$ cat config.mk
export PLATFORM = sky130hd
export DESIGN_NAME = meter_response_frame_check_flat
export DESIGN_NICKNAME = d
export VERILOG_FILES = /design/src/hdl/mrfc_pkg.sv /design/src/hdl/mrfc_if.sv /design/src/hdl/mrfc_in_reg.sv /design/src/hdl/mrfc_check.sv /design/src/hdl/meter_response_frame_check.sv /design/src/flat_wrapper.sv
export SDC_FILE = /design/constraint.sdc
export NUM_CORES = 1
export LEC_CHECK = 0
export ABC_CLOCK_PERIOD_IN_PS = 3420
export BUFFER_PORTS_ARGS = -buffer_cell sky130_fd_sc_hd__buf_2
export CORE_MARGIN = 2
export CORE_UTILIZATION = 60
export DETAILED_ROUTE_END_ITERATION = 12
export PLACE_DENSITY = 0.77
export SETUP_SLACK_MARGIN = 0.1
export SYNTH_ARGS = -nofsm -noshare
export SYNTH_HDL_FRONTEND = slang
export SYNTH_SLANG_ARGS = --single-unit
export TNS_END_PERCENT = 100
$ cat constraint.sdc
create_clock -name clk -period 3.42 [get_ports clk]
set_clock_uncertainty 0.15 [all_clocks]
set_input_delay 0.684 -clock clk [delete_from_list [all_inputs] [get_ports clk]]
set_output_delay 0.684 -clock clk [all_outputs]
set_load 0.1 [all_outputs]
$ cat src/hdl/mrfc_pkg.sv
// Package with the types, constants and CRC function of the meter response frame check.
`timescale 1ns / 1ps

package mrfc_pkg;

    localparam int RX_BYTE_W  = 8;
    localparam int STATUS_W   = 3;
    localparam int LEN_W      = 7;
    localparam int CRC_W      = 16;
    localparam int ADDR_W     = 32;
    localparam int CMD_W      = 8;
    localparam int CFG_DATA_W = 32;
    localparam int CFG_IDX_W  = 1;

    localparam logic [CRC_W-1:0] CRC_POLY = 16'hA001;
    localparam logic [CRC_W-1:0] CRC_INIT = 16'hFFFF;

    // Frames with this many accepted bytes or fewer are too short to check.
    localparam int MIN_LEN_FAIL = 6;

    localparam logic [CFG_IDX_W-1:0] REG_METER_ADDRESS    = 1'b0;
    localparam logic [CFG_IDX_W-1:0] REG_EXPECTED_COMMAND = 1'b1;

    typedef logic [STATUS_W-1:0] status_t;

    localparam status_t ST_OK    = 3'd0;
    localparam status_t ST_SHORT = 3'd1;
    localparam status_t ST_CRC   = 3'd2;
    localparam status_t ST_ADDR  = 3'd3;
    localparam status_t ST_CMD   = 3'd4;

    typedef struct packed {
        logic [RX_BYTE_W-1:0] rx_byte;
        logic                 last_byte;
    } byte_item_t;

    typedef struct packed {
        logic [ADDR_W-1:0] meter_address;
        logic [CMD_W-1:0]  expected_command;
    } cfg_t;

    // One byte of the reflected CRC-16 update, one shift per bit.
    function automatic logic [CRC_W-1:0] crc_byte(input logic [CRC_W-1:0] crc,
                                                  input logic [RX_BYTE_W-1:0] b);
        logic [CRC_W-1:0] c;
        c = crc ^ {{(CRC_W-RX_BYTE_W){1'b0}}, b};
        for (int k = 0; k < RX_BYTE_W; k++)
        begin
            if (c[0])
            begin
                c = (c >> 1) ^ CRC_POLY;
            end
            else
            begin
                c = c >> 1;
            end
        end
        return c;
    endfunction

endpackage

$ cat src/hdl/mrfc_if.sv
// Channel interfaces for received bytes and frame check results.
`timescale 1ns / 1ps

interface mrfc_in_if;
    logic       valid;
    logic       ready;
    logic [7:0] rx_byte;
    logic       last_byte;

    modport source (output valid, output rx_byte, output last_byte, input ready);
    modport sink (input valid, input rx_byte, input last_byte, output ready);
endinterface

interface mrfc_out_if;
    logic       valid;
    logic       ready;
    logic [2:0] status;
    logic [6:0] frame_length;

    modport source (output valid, output status, output frame_length, input ready);
    modport sink (input valid, input status, input frame_length, output ready);
endinterface

$ cat src/hdl/mrfc_in_reg.sv
// Input register that holds one received byte item until the checker takes it.
`timescale 1ns / 1ps

module mrfc_in_reg (
    input  logic                clk,
    input  logic                rst_n,
    mrfc_in_if.sink             byte_ch,
    output mrfc_pkg::byte_item_t item,
    output logic                item_valid,
    input  logic                item_take
);
    import mrfc_pkg::*;

    byte_item_t item_reg;
    logic       valid_reg;
    logic       valid_next;
    logic       load;

    assign byte_ch.ready = !valid_reg || item_take;
    assign load          = byte_ch.valid && byte_ch.ready;
    assign valid_next    = load || (valid_reg && !item_take);

    always_ff @(posedge clk or negedge rst_n)
    begin
        if (!rst_n)
        begin
            valid_reg <= 1'b0;
        end
        else
        begin
            valid_reg <= valid_next;
        end
    end

    always_ff @(posedge clk)
    begin
        if (load)
        begin
            item_reg.rx_byte   <= byte_ch.rx_byte;
            item_reg.last_byte <= byte_ch.last_byte;
        end
    end

    assign item       = item_reg;
    assign item_valid = valid_reg;

endmodule

$ cat src/hdl/mrfc_check.sv
// Frame state, CRC update, status decision and result register.
`timescale 1ns / 1ps

module mrfc_check #(
    parameter int MAX_FRAME_BYTES = 64
) (
    input  logic                 clk,
    input  logic                 rst_n,
    input  mrfc_pkg::byte_item_t item,
    input  logic                 item_valid,
    output logic                 item_take,
    input  mrfc_pkg::cfg_t       cfg,
    mrfc_out_if.source           result_ch
);
    import mrfc_pkg::*;

    localparam int CNT_W = $clog2(MAX_FRAME_BYTES + 1);
    localparam int EXT_W = (CNT_W > LEN_W) ? CNT_W : LEN_W;

    logic [CRC_W-1:0]  crc_reg;
    logic [CRC_W-1:0]  crc_next;
    logic [CRC_W-1:0]  crc_upd;
    logic [CRC_W-1:0]  held_reg;
    logic [CRC_W-1:0]  held_next;
    logic [CRC_W-1:0]  held_upd;
    logic [CNT_W-1:0]  count_reg;
    logic [CNT_W-1:0]  count_next;
    logic [CNT_W-1:0]  count_upd;
    logic [ADDR_W-1:0] addr_reg;
    logic [ADDR_W-1:0] addr_next;
    logic [ADDR_W-1:0] addr_upd;
    logic [CMD_W-1:0]  cmd_reg;
    logic [CMD_W-1:0]  cmd_next;
    logic [CMD_W-1:0]  cmd_upd;

    logic              room;
    logic [CRC_W-1:0]  rx_crc;
    status_t           status_calc;
    logic [EXT_W-1:0]  count_ext;
    logic              finish;

    logic              out_valid_reg;
    logic              out_valid_next;
    status_t           status_reg;
    logic [LEN_W-1:0]  len_reg;

    assign room = count_reg < CNT_W'(MAX_FRAME_BYTES);

    always_comb
    begin
        crc_upd   = crc_reg;
        held_upd  = held_reg;
        count_upd = count_reg;
        addr_upd  = addr_reg;
        cmd_upd   = cmd_reg;
        if (room)
        begin
            if (count_reg >= CNT_W'(2))
            begin
                crc_upd = crc_byte(crc_reg, held_reg[15:8]);
            end
            held_upd = {held_reg[7:0], item.rx_byte};
            if (count_reg < CNT_W'(4))
            begin
                addr_upd = {addr_reg[23:0], item.rx_byte};
            end
            else if (count_reg == CNT_W'(4))
            begin
                cmd_upd = item.rx_byte;
            end
            count_upd = count_reg + CNT_W'(1);
        end
    end

    // The CRC arrives low byte first, so the older held byte is the low half.
    assign rx_crc = {held_upd[7:0], held_upd[15:8]};

    always_comb
    begin
        if (count_upd <= CNT_W'(MIN_LEN_FAIL))
        begin
            status_calc = ST_SHORT;
        end
        else if (crc_upd != rx_crc)
        begin
            status_calc = ST_CRC;
        end
        else if (addr_upd != cfg.meter_address)
        begin
            status_calc = ST_ADDR;
        end
        else if (cmd_upd != cfg.expected_command)
        begin
            status_calc = ST_CMD;
        end
        else
        begin
            status_calc = ST_OK;
        end
    end

    assign count_ext = EXT_W'(count_upd);

    assign item_take = item_valid && (!item.last_byte || !out_valid_reg || result_ch.ready);
    assign finish    = item_take && item.last_byte;

    always_comb
    begin
        crc_next   = crc_reg;
        held_next  = held_reg;
        count_next = count_reg;
        addr_next  = addr_reg;
        cmd_next   = cmd_reg;
        if (finish)
        begin
            crc_next   = CRC_INIT;
            held_next  = '0;
            count_next = '0;
            addr_next  = '0;
            cmd_next   = '0;
        end
        else if (item_take)
        begin
            crc_next   = crc_upd;
            held_next  = held_upd;
            count_next = count_upd;
            addr_next  = addr_upd;
            cmd_next   = cmd_upd;
        end
    end

    assign out_valid_next = finish || (out_valid_reg && !result_ch.ready);

    always_ff @(posedge clk or negedge rst_n)
    begin
        if (!rst_n)
        begin
            crc_reg       <= CRC_INIT;
            held_reg      <= '0;
            count_reg     <= '0;
            addr_reg      <= '0;
            cmd_reg       <= '0;
            out_valid_reg <= 1'b0;
        end
        else
        begin
            crc_reg       <= crc_next;
            held_reg      <= held_next;
            count_reg     <= count_next;
            addr_reg      <= addr_next;
            cmd_reg       <= cmd_next;
            out_valid_reg <= out_valid_next;
        end
    end

    always_ff @(posedge clk)
    begin
        if (finish)
        begin
            status_reg <= status_calc;
            len_reg    <= count_ext[LEN_W-1:0];
        end
    end

    assign result_ch.valid        = out_valid_reg;
    assign result_ch.status       = status_reg;
    assign result_ch.frame_length = len_reg;

endmodule

$ cat src/hdl/meter_response_frame_check.sv
// Top level of the meter response frame check.
//
// Bytes of a meter reply frame enter on byte_ch, one item per byte, with
// last_byte set on the final byte of the frame. For each frame one item
// leaves on result_ch, carrying the status and the number of bytes counted.
// The expected address and command are written through the cfg_we,
// cfg_index and cfg_wdata port; the user must do so only while no frame
// is in flight, as the block does not enforce it. An accepted byte sits in
// the input register and is folded into the frame state when the checker
// takes it. Bytes are taken at one per cycle unless a stalled result holds
// back a last byte; the CRC step for one byte is combinational logic.
// Reset clears the frame state, the CRC to its initial value, both
// configuration registers and both valid flags.
// When the result receiver stalls, the pending result is held and bytes of
// the next frame keep flowing until a second last byte reaches the checker,
// which then waits for the result register to free up.
`timescale 1ns / 1ps

module meter_response_frame_check #(
    parameter int MAX_FRAME_BYTES = 64
) (
    input  logic                                clk,
    input  logic                                rst_n,
    mrfc_in_if.sink                             byte_ch,
    mrfc_out_if.source                          result_ch,
    input  logic                                cfg_we,
    input  logic [mrfc_pkg::CFG_IDX_W-1:0]      cfg_index,
    input  logic [mrfc_pkg::CFG_DATA_W-1:0]     cfg_wdata
);
    import mrfc_pkg::*;

    cfg_t       cfg_reg;
    byte_item_t item;
    logic       item_valid;
    logic       item_take;

    always_ff @(posedge clk or negedge rst_n)
    begin
        if (!rst_n)
        begin
            cfg_reg <= '0;
        end
        else if (cfg_we)
        begin
            unique case (cfg_index)
                REG_METER_ADDRESS:    cfg_reg.meter_address    <= cfg_wdata[ADDR_W-1:0];
                REG_EXPECTED_COMMAND: cfg_reg.expected_command <= cfg_wdata[CMD_W-1:0];
                default:              ;
            endcase
        end
    end

    mrfc_in_reg u_in_reg (
        .clk        (clk),
        .rst_n      (rst_n),
        .byte_ch    (byte_ch),
        .item       (item),
        .item_valid (item_valid),
        .item_take  (item_take)
    );

    mrfc_check #(
        .MAX_FRAME_BYTES (MAX_FRAME_BYTES)
    ) u_check (
        .clk        (clk),
        .rst_n      (rst_n),
        .item       (item),
        .item_valid (item_valid),
        .item_take  (item_take),
        .cfg        (cfg_reg),
        .result_ch  (result_ch)
    );

endmodule

$ cat src/flat_wrapper.sv
// flat-port wrapper written by rule: the top's interface ports become plain ports
module meter_response_frame_check_flat import mrfc_pkg::*;
#(
    parameter int MAX_FRAME_BYTES = 64
)
  (clk, rst_n, cfg_we, cfg_index, cfg_wdata, byte_ch_valid, byte_ch_rx_byte, byte_ch_last_byte, byte_ch_ready, result_ch_valid, result_ch_status, result_ch_frame_length, result_ch_ready);
  mrfc_in_if byte_ch_i ();
  mrfc_out_if result_ch_i ();
  input  logic clk;
  input  logic rst_n;
  input  logic cfg_we;
  input  logic [mrfc_pkg::CFG_IDX_W-1:0] cfg_index;
  input  logic [mrfc_pkg::CFG_DATA_W-1:0] cfg_wdata;
  input wire logic [$bits(byte_ch_i.valid)-1:0] byte_ch_valid;
  input wire logic [$bits(byte_ch_i.rx_byte)-1:0] byte_ch_rx_byte;
  input wire logic [$bits(byte_ch_i.last_byte)-1:0] byte_ch_last_byte;
  output wire logic [$bits(byte_ch_i.ready)-1:0] byte_ch_ready;
  output wire logic [$bits(result_ch_i.valid)-1:0] result_ch_valid;
  output wire logic [$bits(result_ch_i.status)-1:0] result_ch_status;
  output wire logic [$bits(result_ch_i.frame_length)-1:0] result_ch_frame_length;
  input wire logic [$bits(result_ch_i.ready)-1:0] result_ch_ready;
  assign byte_ch_i.valid = byte_ch_valid;
  assign byte_ch_i.rx_byte = byte_ch_rx_byte;
  assign byte_ch_i.last_byte = byte_ch_last_byte;
  assign byte_ch_ready = byte_ch_i.ready;
  assign result_ch_valid = result_ch_i.valid;
  assign result_ch_status = result_ch_i.status;
  assign result_ch_frame_length = result_ch_i.frame_length;
  assign result_ch_i.ready = result_ch_ready;
  meter_response_frame_check #(.MAX_FRAME_BYTES(MAX_FRAME_BYTES)) u_core (.clk(clk), .rst_n(rst_n), .byte_ch(byte_ch_i), .result_ch(result_ch_i), .cfg_we(cfg_we), .cfg_index(cfg_index), .cfg_wdata(cfg_wdata));
endmodule
==> reports/metrics.cfg <==
[clock_network]
root_buffer = clkbuf_16
cts_buffers = 17
insertion_delay_ns = 0.43
clkTransAtPathRegs_ns = 0.06
cts_setup_buffers = 0
clock_sinks = 140
h-tree-depth = 4
cts_tree = yes
clock_tree.buffer_depth = 2

[sta]
hold_viol_final = 0
setup_tns_ns = 0
finalCriticalPeriod_ns = 3.23
finalSetupViolCount = 0
slew_violations = 0
rsz0062_at_grt = no
max_slew_margin_pct = 43.2
fin_crit_sh_pct = 94.5
worst_pin_slew_ns = 0.848
max_freq_mhz = 309
finalWorstSetupSlack_ns = 0.189

[floorplanning]
die_x_um = 114
initial_core_util_pct = 61.2
die_y_um = 114
rows = 40
num_io_pins = 59
die-area_mm2 = 0.0131
core-area_mm2 = 0.0120

[cells_and_area]
drive_above_1_share_pct = 25.2
area_growth_pct = 15.6
diodes = 0
utilization_pct = 70.7
largest_register_ffs = 40
nNetsFinal = 761

[setup_path]
required_ns = 3.42
crit_arrival_ns = 3.24
start_kind = register
crit_chain = nor3_2 -> buf_12 -> a21oi_1 -> or3_1 -> a211oi_1 -> nand4_1 -> nor4_2 -> nand4_1 -> nor2b_1
r2r_start = u_core.u_check.count_reg[4]$_DFFE_PN0P_
worstSetupPathType = register to register
regToRegEndpoint = u_core.u_check.result_ch.status[1]$_SDFFCE_PP0P_
r2r_slack_ns = 0.19
cpMostUsedCell = nand4_1
crit_fanout = 33
crit_slowest_cell = dfrtp_1
critPathBufInv = 1
crit_family = simple AND/OR/NAND/NOR gates
worstRegToRegCells = 9
cp-end-kind = register
critPathMaxStageDelay_ns = 0.48

[synthesis]
synth_nets = 703
synth_top_area_share_pct = 35.9
synth.ff_latch_count = 140
yosys_warnings = 0
syn-instance-count = 654
seq_area_frac_synth_pct = 49.5
synth.area.top_cells = dfrtp_1, edfxtp_1, mux2_2
synth.distinct_cells = 62
yosysMostFrequentCell = dfrtp_1
synth_edf_count = 19
async_flop_share_pct = 86.4
synth_commonest_cells = dfrtp_1, a22o_1, xnor2_1, mux2_2, o21ai_0
yosysTopAreaCell = dfrtp_1
avgSynthCellArea_um2 = 11.2
syn-cell-area_mm2 = 0.00732
synth_ff_type = dfrtp_1

[place]
place_congestion = 0.921
io_buffers = 58
post-place-ws_ns = 0.290
dpl.hpwl_um = 12400

[route]
wl_per_cell_um = 20.8
drtIter0Drc = 553
vias = 5638
postRouteAntennaNets = 0
dr.pass1.iters = 6
drt_wl_total_um = 18100
post-route-drc-count = 0
vias_per_cell = 6.47

[pwr]
power_switching_mw = 2.07
vdd_drop_max_mv = 0.487
power.density_mw_per_mm2 = 743
p_sw_share_pct = 33.0
power.share.clock_pct = 31.3
p_leak_nw = 3.69
p_total_mw = 6.29
p_int_mw = 4.21
seq_power_share_pct = 37.8
p_comb_share_pct = 30.9

[min_path]
worstHoldPathType = primary input to asynchronous set/reset pin

[grt]
grtUsageTotal_pct = 29.2
grt_start_max_net_pins = 75
gr-total-overflow = 0
grt_pass1_vias = 5513
antenna_found_initial = 0
grt_first_pass_wirelength_um = 29000

[outcome]
status = finished clean

[run]
drv_cap = 0

-- timing repair --
action                                  CTS  global route
endpoints found under the setup margin    0             2
gates resized for setup                   0             1
hold buffers                              0             0
-- area by class of cell --
| cell class | count | area [µm²] |
|---|---|---|
| sequential | 140 | 3620 |
| fill | 849 | 3500 |
| inverter | 8 | 30.0 |
| tap | 147 | 184 |
| timing repair buffer | 78 | 468 |
| clock inverter | 13 | 186 |
| multi-input combinational | 467 | 3530 |
| clock buffer | 19 | 443 |
-- metrics by stage --
step | hold WS, ns | area, µm² | std cells
floorplan | 0.238 | 7320 | 654
finish | 0.133 | 8460 | 872
global route | 0.187 | 8460 | 872
global placement | 0.328 | 7830 | 840
detailed placement | 0.332 | 7830 | 840
CTS | 0.153 | 8460 | 872
-- placed cells by master (no fill, tap or decap), types with 16 or more instances in the layout --
cell / instances
dfrtp_1: 105
nor2_1: 25
xor2_1: 17
mux2_2: 40
edfxtp_1: 19
buf_4: 19
o21ai_0: 29
xnor2_1: 43
dfstp_2: 16
a21oi_1: 29
nand3_1: 26
clkbuf_16: 17
and3_1: 26
a22o_1: 47
nand2_1: 24
buf_2: 57
-- layer usage --
metal	GRT usage [%]	share of wire, %	wire (µm)	up-vias
met1	40.2	43	7840	2764
met2	44.2	46	8380	266
met3	8.58	8.1	1470	42
met5	0	0	0	-
met4	10.3	2.3	408	0
li1	-	-	-	2566
-- worst register-to-register path: cells and delay by family (launching register included) --
family,cells,cell delay [ns]
AOI/OAI and AO/OA,2,0.55
DFF,1,0.48
buffers and inverters,1,0.22
and+or+nand+nor,6,1.55
-- worst max-delay path by stage --
stage / cells after the start / slack [ns] / endpoint / startpoint
after global placement: 8 / 0.31 / u_core.u_check.result_ch.status[1]$_SDFFCE_PP0P_ / u_core.u_check.count_reg[4]$_DFFE_PN0P_
after floorplan: 2 / 0.19 / u_core.u_in_reg.item[0]$_DFFE_PP_ / u_core.u_check.result_ch.valid$_DFF_PN0_
final: 9 / 0.19 / u_core.u_check.result_ch.status[1]$_SDFFCE_PP0P_ / u_core.u_check.count_reg[4]$_DFFE_PN0P_
after detailed placement: 8 / 0.29 / u_core.u_check.result_ch.status[1]$_SDFFCE_PP0P_ / u_core.u_check.count_reg[4]$_DFFE_PN0P_
after global routing: 9 / 0.10 / u_core.u_check.result_ch.status[1]$_SDFFCE_PP0P_ / u_core.u_check.count_reg[4]$_DFFE_PN0P_
after CTS: 8 / 0.26 / u_core.u_check.result_ch.status[1]$_SDFFCE_PP0P_ / u_core.u_check.count_reg[4]$_DFFE_PN0P_
-- cell families (layout without fill, tap and decap cells) --
group / after synthesis / in the layout / synth area share [%]
AOI/OAI and AO/OA: 173 / 173 / 16.6
and+or+nand+nor: 165 / 165 / 12.3
DFF: 140 / 140 / 49.5
xor gates and xnor gates: 72 / 72 / 10.6
muxes: 55 / 55 / 8.21
buffers and inverters: 47 / 118 / 2.51
adders and majority gates: 2 / 2 / 0.342
-- power groups by stage --
| stage | logic, mW | registers, mW | clock network, mW |
|---|---|---|---|
| after floorplan | 1.44 | 2.33 | 0 |
| after global placement | 1.86 | 2.37 | 0 |
| after detailed placement | 1.91 | 2.39 | 0 |
| after CTS | 1.93 | 2.36 | 1.98 |
| after global routing | 2.11 | 2.41 | 2.05 |
| final | 1.94 | 2.38 | 1.96 |
Note: power is estimated with default switching activity, not from simulation.
